--- src/rtl/core/bpsm_pkg.sv ---
// bpsm_pkg: shared types and constants for the battery power state monitor
// no dependencies; imported by the monitor top level and its checker

package bpsm_pkg;

	// power state codes as shown on the result channel
	typedef enum logic [1:0] {
		ST_BATTERY   = 2'd0,
		ST_CHARGING  = 2'd1,
		ST_CHARGED   = 2'd2,
		ST_LOW_POWER = 2'd3
	} power_state_t;

	// configuration register indexes
	typedef enum logic [1:0] {
		CFG_THR_FLYING = 2'd0,
		CFG_THR_STATIC = 2'd1,
		CFG_TIMEOUT    = 2'd2
	} cfg_index_t;

	// item kinds
	localparam logic KIND_REPORT = 1'b0;
	localparam logic KIND_TICK   = 1'b1;

	// charger flag bit positions
	localparam int FLAG_PGOOD_BIT = 0;
	localparam int FLAG_CHG_BIT   = 1;

	// shortest report that is taken
	localparam logic [7:0] MIN_REPORT_BYTES = 8'd5;

	// reset values
	localparam logic [15:0] VOLTAGE_RESET_MV    = 16'd3700;
	localparam logic [15:0] THR_FLYING_RESET_MV = 16'd3200;
	localparam logic [15:0] THR_STATIC_RESET_MV = 16'd3000;
	localparam logic [15:0] TIMEOUT_RESET_MS    = 16'd5000;

endpackage

--- src/rtl/core/battery_power_state_monitor.sv ---
// battery_power_state_monitor: battery report / tick processing with one status per item
// depends on bpsm_pkg (power state codes, register indexes, constants)
//
// channel   direction  handshake                 payload
// in        sink       in_valid / in_ready       kind, report_bytes, voltage_mv,
//                                                charger_flags, flying, now_ms
// out       source     out_valid / out_ready     voltage_now_mv .. monitor_ok
// cfg       sink       cfg_valid / cfg_ready     cfg_index, cfg_data
//
// an item is registered at accept, evaluated combinationally against current state and
// lands in the result register; one item per cycle sustained while out is not stalled.
// the stage register and the result register each hold one item; a stall on out
// backs up into in_ready only once both are full.
// reset clears state to 3700 mV, no peak/floor, no stamp, battery, no flags.
// cfg_ready is always high; writes take effect at once.

module battery_power_state_monitor import bpsm_pkg::*; (
	input  logic        clk,
	input  logic        arst_n,
	// input item channel
	input  logic        in_valid,
	output logic        in_ready,
	input  logic        kind,
	input  logic [7:0]  report_bytes,
	input  logic [15:0] voltage_mv,
	input  logic [1:0]  charger_flags,
	input  logic        flying,
	input  logic [31:0] now_ms,
	// result item channel
	output logic        out_valid,
	input  logic        out_ready,
	output logic [15:0] voltage_now_mv,
	output logic [15:0] voltage_peak_mv,
	output logic [15:0] voltage_floor_mv,
	output logic [1:0]  power_state,
	output logic        is_low_power,
	output logic        is_charging,
	output logic        monitor_ok,
	// configuration write channel
	input  logic        cfg_valid,
	output logic        cfg_ready,
	input  logic [1:0]  cfg_index,
	input  logic [15:0] cfg_data
);

	// configuration registers
	logic [15:0] thr_flying_q, thr_static_q, timeout_q;

	// monitor state
	logic [15:0]  voltage_q, peak_q, floor_q;
	logic [31:0]  low_since_q;
	power_state_t state_q;
	logic [1:0]   flags_q;

	// stage register
	logic        valid_s1;
	logic        kind_s1;
	logic [7:0]  bytes_s1;
	logic [15:0] volt_s1;
	logic [1:0]  flags_s1;
	logic        flying_s1;
	logic [31:0] now_s1;

	// result register
	logic         out_valid_q;
	logic [15:0]  res_now_q, res_peak_q, res_floor_q;
	power_state_t res_state_q;

	// next state
	logic [15:0]  voltage_nx, peak_nx, floor_nx, thr;
	logic [31:0]  low_since_nx, elapsed;
	power_state_t state_nx, state_mid;
	logic [1:0]   flags_nx;
	logic         advance, take_report;

	// pipeline flow
	assign advance   = valid_s1 && (!out_valid_q || out_ready);
	assign in_ready  = !valid_s1 || advance;
	assign cfg_ready = 1'b1;

	// configuration writes
	always_ff @(posedge clk or negedge arst_n) begin
		if (!arst_n) begin
			thr_flying_q <= THR_FLYING_RESET_MV;
			thr_static_q <= THR_STATIC_RESET_MV;
			timeout_q    <= TIMEOUT_RESET_MS;
		end else if (cfg_valid) begin
			case (cfg_index)
				CFG_THR_FLYING: thr_flying_q <= cfg_data;
				CFG_THR_STATIC: thr_static_q <= cfg_data;
				CFG_TIMEOUT:    timeout_q    <= cfg_data;
				default:        ;
			endcase
		end
	end

	// input stage valid
	always_ff @(posedge clk or negedge arst_n) begin
		if (!arst_n) begin
			valid_s1 <= 1'b0;
		end else if (in_ready) begin
			valid_s1 <= in_valid;
		end
	end

	// input stage payload
	always_ff @(posedge clk) begin
		if (in_valid && in_ready) begin
			kind_s1   <= kind;
			bytes_s1  <= report_bytes;
			volt_s1   <= voltage_mv;
			flags_s1  <= charger_flags;
			flying_s1 <= flying;
			now_s1    <= now_ms;
		end
	end

	// item evaluation against current state
	always_comb begin
		voltage_nx   = voltage_q;
		peak_nx      = peak_q;
		floor_nx     = floor_q;
		low_since_nx = low_since_q;
		state_nx     = state_q;
		flags_nx     = flags_q;
		state_mid    = state_q;
		thr          = flying_s1 ? thr_flying_q : thr_static_q;
		elapsed      = now_s1 - low_since_q;
		take_report  = (kind_s1 == KIND_REPORT) && (bytes_s1 >= MIN_REPORT_BYTES);

		if (take_report) begin
			flags_nx = flags_s1;
			if (volt_s1 != 16'd0) begin
				voltage_nx = volt_s1;
				if (volt_s1 > peak_q)
					peak_nx = volt_s1;
				if (floor_q == 16'd0 || volt_s1 < floor_q)
					floor_nx = volt_s1;
			end
		end else if (kind_s1 == KIND_TICK) begin
			// low voltage timing; a zero stamp means none taken
			if (voltage_q < thr) begin
				if (low_since_q == 32'd0)
					low_since_nx = now_s1;
				else if (elapsed > {16'd0, timeout_q})
					state_mid = ST_LOW_POWER;
			end else begin
				low_since_nx = 32'd0;
				if (state_q == ST_LOW_POWER)
					state_mid = ST_BATTERY;
			end
			// charger flags override, low power survives without power good
			if (flags_q[FLAG_PGOOD_BIT] && !flags_q[FLAG_CHG_BIT])
				state_nx = ST_CHARGED;
			else if (flags_q[FLAG_PGOOD_BIT])
				state_nx = ST_CHARGING;
			else if (state_mid != ST_LOW_POWER)
				state_nx = ST_BATTERY;
			else
				state_nx = ST_LOW_POWER;
		end
	end

	// monitor state update
	always_ff @(posedge clk or negedge arst_n) begin
		if (!arst_n) begin
			voltage_q   <= VOLTAGE_RESET_MV;
			peak_q      <= 16'd0;
			floor_q     <= 16'd0;
			low_since_q <= 32'd0;
			state_q     <= ST_BATTERY;
			flags_q     <= 2'd0;
		end else if (advance) begin
			voltage_q   <= voltage_nx;
			peak_q      <= peak_nx;
			floor_q     <= floor_nx;
			low_since_q <= low_since_nx;
			state_q     <= state_nx;
			flags_q     <= flags_nx;
		end
	end

	// result valid
	always_ff @(posedge clk or negedge arst_n) begin
		if (!arst_n) begin
			out_valid_q <= 1'b0;
		end else if (advance) begin
			out_valid_q <= 1'b1;
		end else if (out_ready) begin
			out_valid_q <= 1'b0;
		end
	end

	// result payload
	always_ff @(posedge clk) begin
		if (advance) begin
			res_now_q   <= voltage_nx;
			res_peak_q  <= peak_nx;
			res_floor_q <= floor_nx;
			res_state_q <= state_nx;
		end
	end

	// result ports
	assign out_valid        = out_valid_q;
	assign voltage_now_mv   = res_now_q;
	assign voltage_peak_mv  = res_peak_q;
	assign voltage_floor_mv = res_floor_q;
	assign power_state      = res_state_q;
	assign is_low_power     = (res_state_q == ST_LOW_POWER);
	assign is_charging      = (res_state_q == ST_CHARGING);
	assign monitor_ok       = (res_now_q != 16'd0);

endmodule

--- config.mk ---
export PLATFORM = sky130hd
export DESIGN_NAME = battery_power_state_monitor
export DESIGN_NICKNAME = d
export VERILOG_FILES = /design/src/rtl/core/bpsm_pkg.sv /design/src/rtl/core/battery_power_state_monitor.sv
export SDC_FILE = /design/constraint.sdc
export NUM_CORES = 1
export LEC_CHECK = 0
export BUFFER_PORTS_ARGS = -buffer_cell sky130_fd_sc_hd__buf_2
export CORE_ASPECT_RATIO = 1.2
export CORE_MARGIN = 8
export CORE_UTILIZATION = 30
export CTS_CLUSTER_SIZE = 25
export DETAILED_ROUTE_END_ITERATION = 10
export GPL_TIMING_DRIVEN = 0
export SYNTH_ARGS = -nofsm -noshare
export SYNTH_HDL_FRONTEND = slang
export SYNTH_SLANG_ARGS = --single-unit
--- constraint.sdc ---
create_clock -name clk -period 5.42 [get_ports clk]
set_input_delay 1.626 -clock clk [delete_from_list [all_inputs] [get_ports clk]]
set_output_delay 1.626 -clock clk [all_outputs]
set_load 0.005 [all_outputs]
**After elaboration in Yosys (flattened, before gate mapping)**

Cells that the tools add are included.

- Bits in registers: 244
- Input port bits: 83
- Output and inout port bits: 56
- Word-level logic and storage cells: 81

- $add $sub $neg: 1
- Magnitude comparators: 5
- Eq/ne operators: 7
- Muxes and demuxes: 24
- Bitwise operators: 2
- Reduce and logical (&&, ||, !) cells: 21

Operator list:

| kind | count |
|---|---|
| $mux W16 | 9 |
| $mux W32 | 2 |
| $gt A32 B16 Y1 | 1 |
| $logic_not A32 Y1 | 1 |
| $lt A16 B16 Y1 | 2 |
| $reduce_bool A16 Y1 | 2 |
| $sub A32 B32 Y32 | 1 |
| $mux W2 | 11 |
| $gt A16 B16 Y1 | 1 |
| $logic_not A16 Y1 | 1 |
| $ge A8 B3 Y1 const B | 1 |
| $reduce_and A2 Y1 | 4 |
| $eq A2 B2 Y1 const B | 3 |
| $eq A2 B1 Y1 const B | 2 |
| $logic_and A1 B1 Y1 | 4 |
| $reduce_and A4 Y1 | 1 |
| $logic_not A1 Y1 | 3 |
| $logic_or A1 B1 Y1 | 3 |
| $logic_not A2 Y1 | 1 |
| $mux W1 | 2 |
| $ne A2 B1 Y1 const B | 1 |
| $ne A2 B2 Y1 const B | 1 |
| $not A1 Y1 | 2 |
| $reduce_bool A2 Y1 | 1 |

**Logic depth before layout (Yosys ltp)**

- Depth after elaboration: 13
- Mapped depth: 20
- Mapped depth without buffers: 20

**Worst setup path before layout**

OpenSTA, ideal clock, no wires.

- Path kind: input-to-reg
- Start point: in out_ready
- End point: reg voltage_q[12]
- Library setup time: 0.129 ns
- Data arrival time: 4.320 ns
- Required time: 5.291 ns
- Slack: 0.971 ns
- Stages on the path: 5
- Path buffers: 2
- Cell sequence: nand2b_1 > and2_1 > clkbuf_1 > buf_1 > mux2_2

- Longest elaborated chain between the ends: 2

RTL lines:

| element | line | text |
|---|---|---|
| from (decl) | battery_power_state_monitor.sv:31 | `input logic out_ready,` |
| $logic_or A1 B1 Y1 | battery_power_state_monitor.sv:77 | `assign advance = valid_s1 && (!out_valid_q \|\| out_ready);` |
| $logic_and A1 B1 Y1 | battery_power_state_monitor.sv:77 |  |
| via advance | battery_power_state_monitor.sv:74 | `logic advance, take_report;` |
| to (signal assigned) | battery_power_state_monitor.sv:174 | `voltage_q <= voltage_nx;` |
| to (decl) | battery_power_state_monitor.sv:50 | `logic [15:0] voltage_q, peak_q, floor_q;` |

The timed path passes the listed nets, and every way through them passes these cells.
A chain may end at the register's enable or synchronous reset.

**Final worst setup path**

- Start point: reg low_since_q[0]
- End point: reg res_state_q[1], in the netlist power_state[1], data pin

- Longest elaborated chain between the ends: 13
- Elaborated cells between the ends (all ways): 14
- Classes of those cells: add/sub (1); order compare (1); eq/ne (1); mux (10); reduce/logical (1)

RTL lines:

| element | line | text |
|---|---|---|
| from (decl) | battery_power_state_monitor.sv:51 | `logic [31:0] low_since_q;` |
| from (signal assigned) | battery_power_state_monitor.sv:177 | `low_since_q <= low_since_nx;` |
| $sub A32 B32 Y32 | battery_power_state_monitor.sv:128 | `elapsed = now_s1 - low_since_q;` |
| $gt A32 B16 Y1 | battery_power_state_monitor.sv:145 | `else if (elapsed > {16'd0, timeout_q})` |
| $mux W2 | battery_power_state_monitor.sv:145 |  |
| $mux W2 * | battery_power_state_monitor.sv:143 | `if (low_since_q == 32'd0)` |
| $mux W2 * | battery_power_state_monitor.sv:142 | `if (voltage_q < thr) begin` |
| $mux W2 * | battery_power_state_monitor.sv:140 | `end else if (kind_s1 == KIND_TICK) begin` |
| $mux W2 * | battery_power_state_monitor.sv:131 | `if (take_report) begin` |
| $ne A2 B2 Y1 * | battery_power_state_monitor.sv:157 | `else if (state_mid != ST_LOW_POWER)` |
| $mux W2 * | battery_power_state_monitor.sv:157 |  |
| $mux W2 * | battery_power_state_monitor.sv:155 | `else if (flags_q[FLAG_PGOOD_BIT])` |
| $mux W2 * | battery_power_state_monitor.sv:153 | `if (flags_q[FLAG_PGOOD_BIT] && !flags_q[FLAG_CHG_BIT])` |
| $mux W2 * | battery_power_state_monitor.sv:140 |  |
| $mux W2 * | battery_power_state_monitor.sv:131 |  |
| via state_nx[1] | battery_power_state_monitor.sv:72 | `power_state_t state_nx, state_mid;` |
| to (signal assigned) | battery_power_state_monitor.sv:200 | `res_state_q <= state_nx;` |
| to (decl) | battery_power_state_monitor.sv:67 | `power_state_t res_state_q;` |

The timed path passes the listed nets; every way through them passes the cells marked *. The select of a mux whose other input is x is not followed.

==> metrics.txt <==
Layout area overhead=18.2%; top post-synthesis cells by count=mux2_2, dfrtp_1, edfxtp_1, ha_1, inv_1; Ys Warns=0; CP Launch Type=register; Worst R2R Setup Slack=around 0.7 ns; pwr/cell area=between 400 and 500 mW/mm²; Crit. End Element=register; most common cell in the netlist=mux2_2; DR vias/cell=approximately 5; DRC=0; Setup WS post-layout=approximately 0.7 ns; Global Route Usage Sum=0.131; number of global-route vias before repair=9501; Vias=9044; fin nets=approximately 1400; final worst path period share=0.873; largest net degree at the start of global routing=a little under 100; Max Slew Vio Count=0; hold buffer count at CTS=0; fillers=4300; Initial DRC Count=427; max_cap viols=0; Max IR drop VDD=0.000277 V; Final Hold Vio Count=0; Die H=244 µm; Post-synth ARST share=0.549; hold path start=thr_static_q[10]; Final Critical Period=4.73 ns; Post-Syn Nets=approximately 1300; antenna viol nets, final=0; initial antenna violation count=1; Most used DFF post-synth=dfrtp_1; Relative slew margins=0.312; setup bufs post-CTS=0; CTS Root Buffer Type=clkbuf_16; RSZ-0062 raised after global routing=no; post-DP HPWL=about 26000 µm; R2R depth=17; Die ar.=0.0502 mm²; Placeable Area=approximately 0.043 mm²; Worst Skew=roughly 0.025 ns; # IOs=around 140; TNS Setup=0 ns; Yosys cell types=slightly below 70; Placed Area=~0.014 mm²; post-synth top area cell=edfxtp_1; Worst Hold Class=register to register; post-cts sizing count=0; kind of critical path=register to register; share of the synthesized area in the top cell type=0.254; row count=between 80 and 90; Routed Wire Length=33400 µm; post-synthesis cell count=approximately 1100; GRT overflow=0; Layout Cells excl Fill=1830; Hold Path Sink=thr_static_q[10]; Post-synth EDFFs=110; CP max FO=4; syn_area_per_cell=around 12 µm²; crit path DAT=5.02 ns; Multi-input gate area=between 0.005 and 0.006 mm²; Die X=~210 µm; worst reg2reg path endpoint=power_state[1]; worst slew pin tran=approximately 1.0 ns; flip-flop and latch area=around 0.0067 mm²; Clock transition at path regs=0.06 ns; Placed Cells incl. Taps=1775; routability cong.=a little under 0.9; TritonCTS clock tree=built; CTS Buffer Depth=3; sequential share of the synthesized area=0.514; clock buffer count from CTS=29; LEAKAGE=6.44 nW; Max stage delay on crit path=0.41 ns; first-pass GRT wire length=52600 µm; # setup viols final=0; port bufs=about 140; layout cells sized above 1=0.265; H-tree lvl count=1; Fmax=211 MHz; origin of the critical flop-to-flop path=low_since_q[0]; wire length per cell=roughly 18 µm; #FFs+latches synth=244; hold path cells=1; clock sink count=between 200 and 250; highest-delay cell along the critical path=or3_1; pre-CTS WS=0.699 ns; status=complete, no violations; Clock Latency Late Sink=about 0.57 ns; fin area=between 0.015 and 0.02 mm²; DRT Pass-1 Iters=5; Post-Syn Area=0.0130 mm²; largest cells by area after synthesis=edfxtp_1, dfrtp_1, mux2_2; crit-path cells=ha_1 > fa_1 > nand2b_1 > a21oi_1 > o21ai_0 > and2_1 > o21ai_0 > xor2_1 > ha_1 > nand4_1 > or3_1 > nor3_1 > a31oi_1 > a2111oi_0 > o2111ai_1 > nor2_1 > a21oi_1; critical path data required time=between 5 and 6 ns; Starting Density=0.304
worst max-delay path: cells and delay by family, from the launching register on:
| kind | cells | cell delay (ns) |
|---|---|---|
| AND/OR/NAND/NOR | 6 | 1.45 |
| adder cells (fa/ha/maj) | 3 | 0.93 |
| XOR/XNOR | 1 | 0.12 |
| AO/OA/AOI/OAI | 7 | 1.55 |
| flip-flops | 1 | 0.40 |
metrics by stage:
stage	util	total power [mW]	hold WS (ns)
floorplan	-	4.24	0.455
global placement	0.336	4.87	0.487
detailed placement	0.337	4.93	0.490
CTS	0.359	6.86	0.506
global route	0.359	7.25	0.520
finish	0.359	6.76	0.501
layout make-up:
class	instances	area share
multi-input combinational	721	0.379
clock buffer	45	0.0546
buffer	30	0.0107
inverter	89	0.0218
clock inverter	9	0.00570
timing repair buffer	139	0.0482
sequential	244	0.435
tap	552	0.0450
antenna	1	0.000163
worst max-delay path by stage:
stage,start,endpoint,slack [ns],cells after the start
6_report,low_since_q[0],power_state[1],0.69,17
5_1_grt,low_since_q[0],power_state[0],0.29,17
4_1_cts,low_since_q[0],power_state[0],0.68,17
3_5_place_dp,low_since_q[0],power_state[0],0.70,17
3_3_place_gp,out_ready,voltage_q[8],-0.21,6
2_1_floorplan,out_ready,voltage_q[12],0.97,5
sequential cells by signal (all words and copies together) (netlist names), 8 cells and up:
register and count:
peak_q 16, floor_q 16, volt_s1 16, voltage_q 16
bytes_s1 8, voltage_floor_mv 16, now_s1 32, timeout_q 16
thr_static_q 16, thr_flying_q 16, voltage_peak_mv 16, voltage_now_mv 16
low_since_q 32
power by group:
group	internal (mW)	switching (mW)	total, mW	leakage, nW
clock network	1.11	0.765	1.88	0.445
registers	2.44	0.305	2.75	2.67
logic	1.02	1.12	2.14	3.32
layer usage:
layer	GRT usage	wire [µm]
met1	0.160	14200
met2	0.234	16700
met3	0.0214	1720
met4	0.0362	728
met5	0	0
cells by family (layout without fill, tap and decap cells):
logic type	after synthesis	after routing	synth area share
flip-flops	244	244	0.514
multiplexers	148	148	0.127
AND/OR/NAND/NOR	221	221	0.0901
XOR/XNOR	16	16	0.0108
buffers and inverters	119	312	0.0382
AO/OA/AOI/OAI	241	241	0.128
other	1	2	0.000289
adder cells (fa/ha/maj)	94	94	0.0911
placed cells by master, fill, tap and decap left out, types with 23 or more instances in the layout:
master	netlist	routed
ha_1	93	93
nor4_1	23	23
nor2_1	41	41
edfxtp_1	110	110
clkbuf_1	12	25
a21oi_1	53	53
buf_2	10	147
inv_1	89	89
nand2_1	46	46
clkbuf_16	0	31
dfrtp_1	112	112
a22o_1	48	48
o21ai_0	35	35
mux2_2	114	114
Power figures use the tool's default switching activity.
